===== config.mk =====
export PLATFORM = sky130hd
export DESIGN_NAME = binary_gnss_frame_parser_unit
export DESIGN_NICKNAME = d
export VERILOG_FILES = /design/src/design/bgfp_pkg.sv /design/src/design/bgfp_core.sv /design/src/design/binary_gnss_frame_parser_unit.sv
export SDC_FILE = /design/constraint.sdc
export NUM_CORES = 1
export LEC_CHECK = 0
export ABC_AREA = 1
export BUFFER_PORTS_ARGS = -buffer_cell sky130_fd_sc_hd__buf_4
export CORE_ASPECT_RATIO = 0.5
export CORE_MARGIN = 4
export CORE_UTILIZATION = 40
export DETAILED_ROUTE_END_ITERATION = 7
export HOLD_SLACK_MARGIN = 0.05
export SYNTH_ARGS = -nofsm -noshare
export SYNTH_HDL_FRONTEND = slang
export SYNTH_SLANG_ARGS = --single-unit

===== constraint.sdc =====
create_clock -name i_clk -period 2.9 [get_ports i_clk]
set_input_delay 0.29 -clock i_clk [delete_from_list [all_inputs] [get_ports i_clk]]
set_output_delay 0.29 -clock i_clk [all_outputs]
set_load 0.05 [all_outputs]

===== src/design/bgfp_pkg.sv =====
// Shared types and constants for the binary GNSS frame parser.
// Used by bgfp_core and binary_gnss_frame_parser_unit; depends on nothing else.
`default_nettype none

package bgfp_pkg;

    // Frame sync pair and the limit after reset.
    localparam logic [7:0]  SYNC_FIRST     = 8'hB5;
    localparam logic [7:0]  SYNC_SECOND    = 8'h62;
    localparam logic [15:0] LIMIT_AT_RESET = 16'd200;

    // Known message class and id codes.
    localparam logic [7:0] CLASS_NAV = 8'h01;
    localparam logic [7:0] IDENT_PVT = 8'h07;
    localparam logic [7:0] CLASS_ACK = 8'h05;
    localparam logic [7:0] IDENT_ACK = 8'h01;
    localparam logic [7:0] IDENT_NAK = 8'h00;

    // Request types carried with each input transfer.
    localparam logic REQ_BYTE = 1'b0;
    localparam logic REQ_WAIT = 1'b1;

    // Error codes reported with each result.
    typedef enum logic [2:0] {
        ERR_NONE     = 3'd0,
        ERR_SYNC2    = 3'd1,
        ERR_TOO_LONG = 3'd2,
        ERR_CK_A     = 3'd3,
        ERR_CK_B     = 3'd4
    } t_err;

    // Acknowledge tracking; the codes are those seen on the ack_state output.
    typedef enum logic [1:0] {
        ACK_IDLE    = 2'd0,
        ACK_WAITING = 2'd1,
        ACK_GOT_ACK = 2'd2,
        ACK_GOT_NAK = 2'd3
    } t_ack;

    // Parser phase, one-hot.
    typedef enum logic [8:0] {
        PH_SYNC1   = 9'b0_0000_0001,
        PH_SYNC2   = 9'b0_0000_0010,
        PH_CLASS   = 9'b0_0000_0100,
        PH_IDENT   = 9'b0_0000_1000,
        PH_LEN_LO  = 9'b0_0001_0000,
        PH_LEN_HI  = 9'b0_0010_0000,
        PH_PAYLOAD = 9'b0_0100_0000,
        PH_CK_A    = 9'b0_1000_0000,
        PH_CK_B    = 9'b1_0000_0000
    } t_phase;

    // One result item as it leaves the parser.
    typedef struct packed {
        logic        payload_valid;
        logic [7:0]  payload_byte;
        logic [15:0] payload_index;
        logic [7:0]  msg_class;
        logic [7:0]  msg_ident;
        logic        frame_end;
        logic        frame_known;
        t_err        error_code;
        t_ack        ack_state;
    } t_result;

endpackage

`default_nettype wire


===== src/design/bgfp_core.sv =====
// Frame parser state and per-byte update logic.
// Depends on bgfp_pkg; the result is combinational and is registered by the top level.
`default_nettype none

module bgfp_core (
    input  wire logic              i_clk,
    input  wire logic              i_rst_n,
    input  wire logic              i_step,
    input  wire logic              i_req_type,
    input  wire logic [7:0]        i_data_byte,
    input  wire logic [15:0]       i_payload_limit,
    output bgfp_pkg::t_result      o_result
);
    import bgfp_pkg::*;

    t_phase      r_phase, n_phase;
    logic [7:0]  r_sum_a, n_sum_a;
    logic [7:0]  r_sum_b, n_sum_b;
    logic [7:0]  r_class, n_class;
    logic [7:0]  r_ident, n_ident;
    logic [15:0] r_length, n_length;
    logic [15:0] r_taken, n_taken;
    t_ack        r_ack, n_ack;

    logic [7:0]  w_sum_a_in;
    logic [7:0]  w_sum_b_in;
    logic [16:0] w_taken_inc;
    logic [15:0] w_length_full;
    logic        w_restart;
    t_result     w_res;

    // Running Fletcher sums with the current byte folded in.
    assign w_sum_a_in    = r_sum_a + i_data_byte;
    assign w_sum_b_in    = r_sum_b + w_sum_a_in;
    assign w_taken_inc   = {1'b0, r_taken} + 17'd1;
    assign w_length_full = {i_data_byte, r_length[7:0]};

    // Next state and result for the byte at hand.
    always_comb begin
        n_phase   = r_phase;
        n_sum_a   = r_sum_a;
        n_sum_b   = r_sum_b;
        n_class   = r_class;
        n_ident   = r_ident;
        n_length  = r_length;
        n_taken   = r_taken;
        n_ack     = r_ack;
        w_restart = 1'b0;
        w_res     = '0;
        w_res.error_code = ERR_NONE;

        if (i_req_type == REQ_WAIT) begin
            w_restart = 1'b1;
            n_ack     = ACK_WAITING;
        end else begin
            unique case (r_phase)
                PH_SYNC1: begin
                    if (i_data_byte == SYNC_FIRST) begin
                        n_phase = PH_SYNC2;
                    end
                end
                PH_SYNC2: begin
                    if (i_data_byte == SYNC_SECOND) begin
                        n_phase = PH_CLASS;
                    end else begin
                        w_restart        = 1'b1;
                        w_res.error_code = ERR_SYNC2;
                    end
                end
                PH_CLASS: begin
                    n_sum_a = w_sum_a_in;
                    n_sum_b = w_sum_b_in;
                    n_class = i_data_byte;
                    n_phase = PH_IDENT;
                end
                PH_IDENT: begin
                    n_sum_a = w_sum_a_in;
                    n_sum_b = w_sum_b_in;
                    n_ident = i_data_byte;
                    n_phase = PH_LEN_LO;
                end
                PH_LEN_LO: begin
                    n_sum_a  = w_sum_a_in;
                    n_sum_b  = w_sum_b_in;
                    n_length = {8'd0, i_data_byte};
                    n_phase  = PH_LEN_HI;
                end
                PH_LEN_HI: begin
                    n_sum_a  = w_sum_a_in;
                    n_sum_b  = w_sum_b_in;
                    n_length = w_length_full;
                    // A zero-length frame goes straight to the checksum bytes.
                    n_phase  = (w_length_full != 16'd0) ? PH_PAYLOAD : PH_CK_A;
                end
                PH_PAYLOAD: begin
                    n_sum_a = w_sum_a_in;
                    n_sum_b = w_sum_b_in;
                    if (w_taken_inc > {1'b0, i_payload_limit}) begin
                        w_restart        = 1'b1;
                        w_res.error_code = ERR_TOO_LONG;
                    end else begin
                        w_res.payload_valid = 1'b1;
                        w_res.payload_byte  = i_data_byte;
                        w_res.payload_index = r_taken;
                        n_taken = w_taken_inc[15:0];
                        if (w_taken_inc[15:0] >= r_length) begin
                            n_phase = PH_CK_A;
                        end
                    end
                end
                PH_CK_A: begin
                    if (i_data_byte != r_sum_a) begin
                        w_restart        = 1'b1;
                        w_res.error_code = ERR_CK_A;
                    end else begin
                        n_phase = PH_CK_B;
                    end
                end
                PH_CK_B: begin
                    w_restart = 1'b1;
                    if (i_data_byte != r_sum_b) begin
                        w_res.error_code = ERR_CK_B;
                    end else begin
                        w_res.frame_end = 1'b1;
                        if (r_class == CLASS_NAV && r_ident == IDENT_PVT) begin
                            w_res.frame_known = 1'b1;
                        end else if (r_class == CLASS_ACK && r_ident == IDENT_ACK) begin
                            w_res.frame_known = 1'b1;
                            if (r_ack == ACK_WAITING) begin
                                n_ack = ACK_GOT_ACK;
                            end
                        end else if (r_class == CLASS_ACK && r_ident == IDENT_NAK) begin
                            w_res.frame_known = 1'b1;
                            if (r_ack == ACK_WAITING) begin
                                n_ack = ACK_GOT_NAK;
                            end
                        end
                    end
                end
                default: begin
                    w_restart = 1'b1;
                end
            endcase
        end

        // Decoder restart; class, ident and acknowledge state are kept.
        if (w_restart) begin
            n_phase  = PH_SYNC1;
            n_sum_a  = 8'd0;
            n_sum_b  = 8'd0;
            n_length = 16'd0;
            n_taken  = 16'd0;
        end

        w_res.msg_class = n_class;
        w_res.msg_ident = n_ident;
        w_res.ack_state = n_ack;
    end

    assign o_result = w_res;

    // Parser state advances once per byte taken from the input stage.
    always_ff @(posedge i_clk) begin
        if (!i_rst_n) begin
            r_phase  <= PH_SYNC1;
            r_sum_a  <= 8'd0;
            r_sum_b  <= 8'd0;
            r_class  <= 8'd0;
            r_ident  <= 8'd0;
            r_length <= 16'd0;
            r_taken  <= 16'd0;
            r_ack    <= ACK_IDLE;
        end else if (i_step) begin
            r_phase  <= n_phase;
            r_sum_a  <= n_sum_a;
            r_sum_b  <= n_sum_b;
            r_class  <= n_class;
            r_ident  <= n_ident;
            r_length <= n_length;
            r_taken  <= n_taken;
            r_ack    <= n_ack;
        end
    end

endmodule

`default_nettype wire


===== src/design/binary_gnss_frame_parser_unit.sv =====
// Top level of the binary GNSS frame parser: input register, parser core, result register.
// Depends on bgfp_pkg and bgfp_core.
//
//  Channel  | Direction | Handshake                | Payload
//  ---------+-----------+--------------------------+-------------------------------------
//  in       | input     | i_in_valid / o_in_ready  | i_req_type, i_data_byte
//  out      | output    | o_out_valid / i_out_ready| o_payload_*, o_msg_*, o_frame_*, ...
//  cfg      | input     | i_cfg_valid / o_cfg_ready| i_cfg_payload_limit
//
// One byte is taken per cycle while the output is not stalled; each byte gives one result,
// held first by the input register and then by the result register around the parser logic.
// A stall on the output holds both registers; input is still taken while a slot is free.
// Reset is synchronous, active low, and the unit is ready for bytes in the cycle after it.
// The configuration register is always ready and takes a write whenever i_cfg_valid is high.
`default_nettype none

module binary_gnss_frame_parser_unit (
    input  wire logic        i_clk,
    input  wire logic        i_rst_n,
    // Byte input
    input  wire logic        i_in_valid,
    output logic             o_in_ready,
    input  wire logic        i_req_type,
    input  wire logic [7:0]  i_data_byte,
    // Result output
    output logic             o_out_valid,
    input  wire logic        i_out_ready,
    output logic             o_payload_valid,
    output logic [7:0]       o_payload_byte,
    output logic [15:0]      o_payload_index,
    output logic [7:0]       o_msg_class,
    output logic [7:0]       o_msg_ident,
    output logic             o_frame_end,
    output logic             o_frame_known,
    output logic [2:0]       o_error_code,
    output logic [1:0]       o_ack_state,
    // Configuration write
    input  wire logic        i_cfg_valid,
    output logic             o_cfg_ready,
    input  wire logic [15:0] i_cfg_payload_limit
);
    import bgfp_pkg::*;

    logic        r_in_valid;
    logic        r_in_req;
    logic [7:0]  r_in_byte;
    logic        r_out_valid;
    t_result     r_out;
    logic [15:0] r_limit;
    logic        w_advance;
    t_result     w_result;

    // The input stage moves on when the result register is empty or being drained.
    assign w_advance  = r_in_valid && (!r_out_valid || i_out_ready);
    assign o_in_ready = !r_in_valid || w_advance;
    assign o_cfg_ready = 1'b1;

    // Input register.
    always_ff @(posedge i_clk) begin
        if (!i_rst_n) begin
            r_in_valid <= 1'b0;
        end else if (o_in_ready) begin
            r_in_valid <= i_in_valid;
        end
    end

    always_ff @(posedge i_clk) begin
        if (o_in_ready && i_in_valid) begin
            r_in_req  <= i_req_type;
            r_in_byte <= i_data_byte;
        end
    end

    // Payload limit register.
    always_ff @(posedge i_clk) begin
        if (!i_rst_n) begin
            r_limit <= LIMIT_AT_RESET;
        end else if (i_cfg_valid) begin
            r_limit <= i_cfg_payload_limit;
        end
    end

    bgfp_core u_core (
        .i_clk           (i_clk),
        .i_rst_n         (i_rst_n),
        .i_step          (w_advance),
        .i_req_type      (r_in_req),
        .i_data_byte     (r_in_byte),
        .i_payload_limit (r_limit),
        .o_result        (w_result)
    );

    // Result register.
    always_ff @(posedge i_clk) begin
        if (!i_rst_n) begin
            r_out_valid <= 1'b0;
        end else if (w_advance) begin
            r_out_valid <= 1'b1;
        end else if (i_out_ready) begin
            r_out_valid <= 1'b0;
        end
    end

    always_ff @(posedge i_clk) begin
        if (w_advance) begin
            r_out <= w_result;
        end
    end

    assign o_out_valid     = r_out_valid;
    assign o_payload_valid = r_out.payload_valid;
    assign o_payload_byte  = r_out.payload_byte;
    assign o_payload_index = r_out.payload_index;
    assign o_msg_class     = r_out.msg_class;
    assign o_msg_ident     = r_out.msg_ident;
    assign o_frame_end     = r_out.frame_end;
    assign o_frame_known   = r_out.frame_known;
    assign o_error_code    = r_out.error_code;
    assign o_ack_state     = r_out.ack_state;

endmodule

`default_nettype wire

-- Word-level counts from Yosys, hierarchy flattened
Cells that the tools add are included.
Widths: inputs -> output; s select.
- $add $sub $neg: 3
- magnitude comparators: 2
- equal/unequal tests: 26
- mux-type cells: 51
- bitwise logic cells: 2
- reduce and logical (&&, ||, !) cells: 28
- operator list (cell ; number):
    $mux 16 ; 6
    $mux 8 ; 11
    $pmux 9 s8 ; 1
    $mux 9 ; 7
    $pmux 16 s2 ; 1
    $mux 25 ; 1
    $mux 2 ; 11
    $add 16x1->17 const B ; 1
    $gt 17x16->1 ; 1
    $add 8x8->8 ; 2
    $eq 8x1->1 const B ; 2
    $eq 8x3->1 const B ; 2
    $ge 16x16->1 ; 1
    $ne 8x8->1 ; 2
    $reduce_bool 16->1 ; 1
    $pmux 3 s4 ; 1
    $mux 1 ; 10
    $reduce_or 5->1 ; 2
    $eq 9x1->1 const B ; 1
    $eq 9x2->1 const B ; 1
    $eq 9x3->1 const B ; 1
    $eq 9x4->1 const B ; 1
    $eq 9x5->1 const B ; 1
    $eq 9x6->1 const B ; 1
    other kinds (24) ; 43
- bits in registers: 150
- logic and storage cells: 135

-- Longest topological paths before layout
Gate-level depths: netlist of the first run.
- depth in word-level cells: 8
- gate-level depth with buffers: 23

-- Cells and area by module
A second synthesis of the first run with hierarchy kept.
- cell total of the unflattened synthesis: 1033
- area, all modules: 8116.5 um^2
- by module, submodules not included (module ; times used ; cells each ; area an instance (um^2) ; seq. area each (um^2)):
    bgfp_core ; 1 ; 893 ; 5756.8 ; 1501.4
    binary_gnss_frame_parser_unit ; 1 ; 140 ; 2359.8 ; 2072.0

-- Worst setup path after synthesis of the first run
No wires, ideal clock.
- path type: register to register
- start: register u_core.r_taken[2]
- end: register u_core.r_sum_a[6]
- setup time: 128 ps
- data arrival time: 2907 ps
- required time: 2772 ps
- slack: -135 ps
- stages on the path, launching flop included: 23
- path through: dfxtp_1 inv_1 nor3_1 nand2_1 nor2_1 nand3_1 inv_1 nand4_1 xor2_1 ha_1 inv_1 nor2_1 nor3_1 nand2_1 inv_1 nand2_1 nand3_2 nand3_2 nand2_2 buf_2 nand2_1 o21ai_1 nor2_1
- cells in the longest elaborated chain, start to end: 7
- ends and longest elaborated chain (element ; RTL line ; RTL):
    start, declared ; bgfp_core.sv:22 ; logic [15:0] r_taken, n_taken;
    start signal, assigned ; bgfp_core.sv:180 ; r_taken <= n_taken;
    $add 16x1->17 (*) ; bgfp_core.sv:35 ; assign w_taken_inc = {1'b0, r_taken} + 17'd1;
    $gt 17x16->1 (*) ; bgfp_core.sv:98 ; if (w_taken_inc > {1'b0, i_payload_limit}) begin
    $mux 1 (*) ; bgfp_core.sv:98 ;
    $pmux 1 s4 (*) ; bgfp_core.sv:56 ; unique case (r_phase)
    $mux 1 (*) ; bgfp_core.sv:52 ; if (i_req_type == REQ_WAIT) begin
    $ne 2x1->1 (no source line) / $reduce_bool 2->1 (equally long branches) ; - ;
    $reduce_and 3->1 (no source line) ; - ;
    end signal, assigned ; bgfp_core.sv:175 ; r_sum_a <= n_sum_a;
    end, declared ; bgfp_core.sv:17 ; logic [7:0] r_sum_a, n_sum_a;
Every way passes the cells marked *; elsewhere a longest branch is shown, timed or not.
A chain may end at the register's enable or synchronous reset.

-- Worst setup path after layout of the first run
- start: register u_core.r_taken[6]
- end: register u_core.r_length[6]
- cells in the longest elaborated chain, start to end: 7
- ends and longest elaborated chain (element ; RTL line ; RTL):
    $add 16x1->17 (*) ; bgfp_core.sv:35 ;
    $gt 17x16->1 (*) ; bgfp_core.sv:98 ;
    $mux 1 (*) ; bgfp_core.sv:98 ;
    $pmux 1 s4 (*) ; bgfp_core.sv:56 ;
    $mux 1 (*) ; bgfp_core.sv:52 ;
    $ne 2x1->1 (no source line) / $reduce_bool 2->1 (equally long branches) ; - ;
    $reduce_and 4->1 (no source line) ; - ;
    end signal, assigned ; bgfp_core.sv:179 ; r_length <= n_length;
    end, declared ; bgfp_core.sv:21 ; logic [15:0] r_length, n_length;
Marks and branches as above.

==> qor.yml, run 1 <==
worst-path-max-fanout: 8
grt.overflow.total: 0
first_pass_iters: 5
final_max_slew_viol_count: 0
grt.total_usage_pct: 20.08
diodes: 0
yosysWarnings: 0
num-nets-final: 1313
max_cap_viol_count: 0
vias_per_cell: 5.038
clk_latency_ns: 0.43
core_area_um2: 19770
synth_area_um2: 8180
placed_area_um2: 9618
p_per_area_nw_per_um2: 489.5
die_y_um: 109.1
synth_edf_count: 57
htreeDepth: 4
hpwl_mm: 15.91
cts_tree: "built"
initial_core_util_pct: 41.37
finalWorstSetupSlack_ns: -0.1576
reg2reg_from: "u_core.r_taken[6]"
seq_area_um2: 3581
r2r-end: "u_core.r_length[6]"
drc_errors: 0
synthCells: 1049
hold_class: "input port to register"
yosysSeqAreaShare_pct: 43.68
cts_sinks: 150
critPathArrivalTime_ns: 3.38
wl_mm: 23.45
hold_start: "i_cfg_payload_limit[6]"
num_vias: 7623
n_fill_cell: 1679
min_to: "r_limit[6]"
async_flop_share_pct: 0
syn_to_final_growth_pct: 40.20
wl_per_cell_um: 15.50
clk_pin_slew_ns: 0.06
setup_tns_ns: -6.573
die-width_um: 210.2
syn_area_per_cell_um2: 7.798
tightest_slew_ns: 0.7517
cts_buffers: 17
setup_violations: 82
crit_path_end_kind: "register"
grt_antenna_before_repair: 0
cts_root_buffer: "clkbuf_16"
critPathKind: "register to register"
reg2regPathDepth: 21
finClkSkew_ns: 0.009688
fp-row-count: 36
synth_ff_type: "dfxtp_1"
io_buffer_count: 79
final-hold-violation-count: 0
multi_input_area_um2: 4621
grt_max_degree: 48
rsz0062_at_grt: "yes"
p_leak_uw: 0.005219
clockBufferDepth: 2
cp.required_ns: 3.22
ys_types: 44
syn-num-nets: 1128
vdd_ir_drop_max_v: 0.0004231
gp_congestion: 0.9079
drt-initial-drc-count: 487
status: "finished, violations left"
fin_crit_sh_pct: 105.4
die_area_um2: 22940
grt_pass1_wl_mm: 36.78
layout-drive-gt1-share_pct: 32.64
synth_seq_cells: 150
grt_pass1_vias: 7400
hold_depth: 3
startpoint_type: "register"
postRouteAntennaNets: 0
violations: "negative setup slack"
layout_min_cycle_time_ns: 3.058
rrSetupSlack_ns: -0.16
max_slew_margin_pct: 49.50
clock.fmax_ghz: 0.3271
finalInstanceArea_um2: 11470
io_pins: 81
==> routing by layer <==
layer	global-route usage [%]	vias up	part of all wire (%)
met1	25.77	3612	46
met2	34.24	165	48
met3	4.283	39	4.7
met5	0	-	0
li1	-	3807	-
met4	6.468	0	1.4
==> flip-flops by register name, summed over array words and instances (netlist names) <==
register	count
o_ack_state	2
o_error_code	3
o_frame_end	1
o_frame_known	1
o_msg_class	8
o_msg_ident	8
o_out_valid	1
o_payload_byte	8
o_payload_index	16
o_payload_valid	1
r_in_byte	8
r_in_req	1
r_in_valid	1
r_limit	16
u_core.r_ack	2
u_core.r_class	8
u_core.r_ident	8
u_core.r_length	16
u_core.r_phase	9
u_core.r_sum_a	8
u_core.r_sum_b	8
u_core.r_taken	16
==> area by class of cell <==
cell class                      instances  area share (%)
Multi-Input combinational cell        703           40.29
Sequential cell                       150           31.22
Timing Repair Buffer                  195           14.83
Inverter                              166           5.629
Clock buffer                           20           3.895
Tap cell                              266           2.902
Clock inverter                         12           1.135
Timing Repair inverter                  1         0.09819
==> logic make-up (layout without fill, tap and decap cells) <==
family	Yosys count	after routing	synth area share, %
AOI/OAI and AO/OA	165	165	10.84
xor gates and xnor gates	25	25	2.769
adders and majority gates	49	49	7.678
buffers and inverters	197	394	9.865
DFF	150	150	43.68
other	1	1	0.04584
and+or+nand+nor	462	463	25.11
==> worst max-delay path, cell delays in order, from the launching register on <==
cell and delay (ns):
dfxtp_1 0.34, nand2_2 0.08, buf_4 0.14, nor2_2 0.15
nand2_4 0.09, inv_4 0.06, nand2_4 0.05, nor2_4 0.12
nand2_2 0.07, xor2_2 0.15, ha_1 0.32, nand2_1 0.07
inv_2 0.08, and3_4 0.16, nand4_1 0.23, nand3_4 0.21
nand2_8 0.11, o21ai_4 0.23, buf_12 0.17, nand2_2 0.05
nand2_2 0.05, nor2_1 0.04
==> stage by stage <==
| stage | setup WS [ns] | util, % | instances | power [µW] | hold slack (ns) |
|---|---|---|---|---|---|
| 6_report | -0.1576 | 58.00 | 1513 | 5614 | 0.07297 |
| 5_1_grt | -0.3320 | 58.00 | 1513 | 5875 | 0.08427 |
| 4_1_cts | -0.1031 | 54.52 | 1498 | 5574 | 0.06270 |
| 3_5_place_dp | -0.2806 | 48.64 | 1439 | 3292 | 0.4569 |
| 3_3_place_gp | -0.2064 | 48.64 | 1439 | 3273 | 0.4527 |
| 2_1_floorplan | 0.003600 | - | 1049 | 2996 | 0.3889 |
==> cells in the final DEF (no fill, tap or decap), types with 35 or more instances in the layout <==
cell / instances
nor2_1: 123
dfxtp_1: 89
edfxtp_1: 57
inv_1: 147
nand2_1: 143
nand4_1: 36
o21ai_0: 56
ha_1: 35
a21oi_1: 59
buf_4: 160
==> worst max path at each step <==
stage | startpoint | endpoint | depth (start not counted)
after floorplan | u_core.r_taken[2] | u_core.r_sum_a[0] | 22
after global placement | u_core.r_taken[1] | u_core.r_length[15] | 19
after detailed placement | u_core.r_taken[1] | u_core.r_length[15] | 19
after CTS | u_core.r_taken[0] | u_core.r_sum_a[4] | 22
after global routing | u_core.r_taken[6] | u_core.r_length[3] | 21
final | u_core.r_taken[6] | u_core.r_length[6] | 21
==> power breakdown <==
group	total, µW	switching (µW)	internal [µW]
sequential	2350	60.7	2290
combinational	1060	649	409
clock	2210	918	1290
total	5610	1630	3990
==> timing repair <==
item,in CTS,in global routing
pin swaps,34,48
hold buffers,9,0
endpoints found under the setup margin,82,83
resized for setup,82,129
endpoints found under the hold margin,9,0
setup buffers,14,13
cloned,4,2
==> synth_stat cells (4+ instances only) <==
master / instances / area, µm²
nand3_1: 41 / 205.2
a21oi_2: 11 / 96.34
nand4_1: 36 / 225.2
nand2_2: 14 / 87.58
edfxtp_1: 57 / 1712
nor2_1: 140 / 525.5
xor2_1: 21 / 183.9
buf_2: 4 / 20.02
nand2_1: 183 / 686.9
clkbuf_1: 19 / 71.32
o21ai_0: 57 / 285.3
nor3_1: 24 / 120.1
inv_1: 159 / 596.8
ha_1: 47 / 588.1
inv_2: 5 / 18.77
buf_6: 4 / 45.04
dfxtp_1: 93 / 1862
a21oi_1: 74 / 370.4
nor4_1: 8 / 50.05
o21ai_1: 15 / 75.07
(Power assumes the default switching activity.)
==> run 2, diff against run 1 <==
--- a/config.mk
+++ b/config.mk
@@ -5,7 +5,6 @@
 export SDC_FILE = /design/constraint.sdc
 export NUM_CORES = 1
 export LEC_CHECK = 0
-export ABC_AREA = 1
 export BUFFER_PORTS_ARGS = -buffer_cell sky130_fd_sc_hd__buf_4
 export CORE_ASPECT_RATIO = 0.5
 export CORE_MARGIN = 4
==> run 2 against run 1 <==
  * The run still ends with negative setup slack left
  * Clock-buffer cell count shrank 2
  * Combinational power down 32%
  * Routed wire length is 2.3% lower
  * Critical endpoint is now u_core.r_phase[4]
  * Highest routed layer unchanged
==> qor.yml, run 2 <==
status: "finished, violations left"
violations: "negative setup slack"
grt_pass1_wl_mm: 36.60
critPathArrivalTime_ns: 3.77
yosysSeqAreaShare_pct: 45.71
critPathKind: "register to register"
p_per_area_nw_per_um2: 502.7
synth_seq_cells: 150
core_area_um2: 18790
io_pins: 81
grt_max_degree: 56
final_common_cell: "buf_4"
cts_sinks: 150
syn_to_final_growth_pct: 39.74
final_max_slew_viol_count: 0
finClkSkew_ns: 0.01061
max_slew_margin_pct: 41.17
clk_latency_ns: 0.43
die_area_um2: 21980
crit_path_end_kind: "register"
drc_errors: 0
synthCells: 824
final_cell_mix: "buf_4, dfxtp_1, nand2_1"
crit_slowest_cell: "or4_4"
first_pass_iters: 5
cp.required_ns: 3.25
wl_per_cell_um: 17.72
fp-row-count: 35
layout_min_cycle_time_ns: 3.418
critPathMaxStageDelay_ns: 0.49
cts_root_buffer: "clkbuf_16"
synth_top_area_share_pct: 23.82
vdd_ir_drop_max_v: 0.0004106
clk_pin_slew_ns: 0.07
synth_area_leader_cell: "dfxtp_1"
num_vias: 6866
die_y_um: 106.9
rrSetupSlack_ns: -0.52
finalWorstSetupSlack_ns: -0.5181
rsz0062_at_grt: "yes"
hold_class: "input port to register"
syn-num-nets: 903
hpwl_mm: 15.62
postRouteAntennaNets: 0
gp_congestion: 0.8908
synthTopCellsByArea: "dfxtp_1, edfxtp_1, ha_1"
setup_violations: 83
cts_tree: "built"
hold_slack_ns: 0.07272
path_cells: "and2_4 -> nand4_1 -> nor2_2 -> nand3_2 -> or2_4 -> xnor2_4 -> ha_4 -> and3_4 -> a221o_1 -> a31oi_2 -> o21ai_2 -> a21o_4 -> or4_4 -> o32ai_2"
ys_types: 62
yosysWarnings: 0
synth_area_um2: 7817
startpoint_type: "register"
fin_crit_sh_pct: 117.9
diodes: 0
syn_area_per_cell_um2: 9.487
yosysMostFrequentCell: "dfxtp_1"
cts_buffers: 17
synth_ff_type: "dfxtp_1"
tightest_slew_ns: 0.8825
max_cap_viol_count: 0
die-width_um: 205.7
initial_core_util_pct: 41.61
num-nets-final: 1100
htreeDepth: 4
grt_pass1_vias: 6899
clockBufferDepth: 2
grt.overflow.total: 0
drt-initial-drc-count: 391
worst-path-max-fanout: 7
final-hold-violation-count: 0
wl_mm: 22.91
io_buffer_count: 79
grt.total_usage_pct: 21.14
async_flop_share_pct: 0
setup_tns_ns: -29.09
synth_edf_count: 57
ys_top_cells_by_count: "dfxtp_1, nand2_1, nor2_1"
p_leak_uw: 0.004466
vias_per_cell: 5.310
grt_antenna_before_repair: 0
clock.fmax_ghz: 0.2926
layout-drive-gt1-share_pct: 35.11
==> run 2: changes by cell type after synthesis, sizes merged, moves of 17 or more <==
cell    before  now
a21oi       85   48
o21ai       73   24
nand2      199   75
and2         2   27
nor2       143   72
clkbuf      19   36
mux2i        0   21
inv        166   45
==> run 2: logic make-up after synthesis <==
logic type,share of synthesized area (%)
buffers and inverters,4.785
DFF,45.71
xor gates and xnor gates,4.033
and+or+nand+nor,21.38
muxes,4.994
adders and majority gates,8.035
other,0.04797
AOI/OAI and AO/OA,11.01
==> run 2: per-stage QoR <==
stage	instance area [µm²]	worst slack, ns	utilization (%)	total power [µW]	cells
2_1_floorplan	7923	-0.6908	-	2748	824
3_3_place_gp	9559	-0.6370	50.88	2986	1235
3_5_place_dp	9559	-0.7533	50.88	2997	1235
4_1_cts	10760	-0.5558	57.28	5521	1292
5_1_grt	10920	-0.6545	58.15	5689	1293
6_report	10920	-0.5181	58.15	5491	1293
==> run 2: worst max-delay path, delay by kind of cell (launching register included) <==
kind	cells	cell delay [ns]
xor gates and xnor gates	1	0.17
AOI/OAI and AO/OA	5	1.08
adders and majority gates	1	0.23
and+or+nand+nor	7	1.48
DFF	1	0.38
==> run 2: routing by layer <==
layer	track usage, %	routed length (µm)	vias up
li1	-	-	3357
met1	29.60	10890	3311
met2	33.30	10580	171
met3	4.442	1082	27
met4	5.826	354	0
met5	0	0	-
==> run 2: cell type report <==
| type | instances | area, µm² |
|---|---|---|
| Clock inverter | 14 | 209.0 |
| Tap cell | 259 | 324.1 |
| Clock buffer | 18 | 439.2 |
| Inverter | 46 | 172.7 |
| Fill cell | 1579 | 7863 |
| Timing Repair Buffer | 227 | 1896 |
| Sequential cell | 150 | 3582 |
| Multi-Input combinational cell | 579 | 4302 |
==> run 2: power by group <==
group	switching [µW]	total (µW)	internal, µW	leakage [µW]
Combinational	430	718	287	0.00287
Sequential	45.9	2310	2270	0.00128
Clock	968	2460	1490	0.000320
Total	1440	5490	4050	0.00447
==> run 2: timing repair <==
action | in CTS | in global routing
gates cloned | 4 | 0
setup endpoints to repair | 83 | 83
pin swaps | 51 | 26
hold buffers | 9 | 0
resized for setup | 62 | 42
endpoints found under the hold margin | 9 | 0
setup buffers | 13 | 6
==> run 2: final timing paths <==
path,from,depth (start not counted),to
max,u_core.r_taken[0],14,u_core.r_phase[4]
min,i_in_valid,3,r_in_valid
max reg2reg,u_core.r_taken[0],14,u_core.r_phase[4]
min reg2reg,u_core.r_ack[0],2,u_core.r_ack[0]
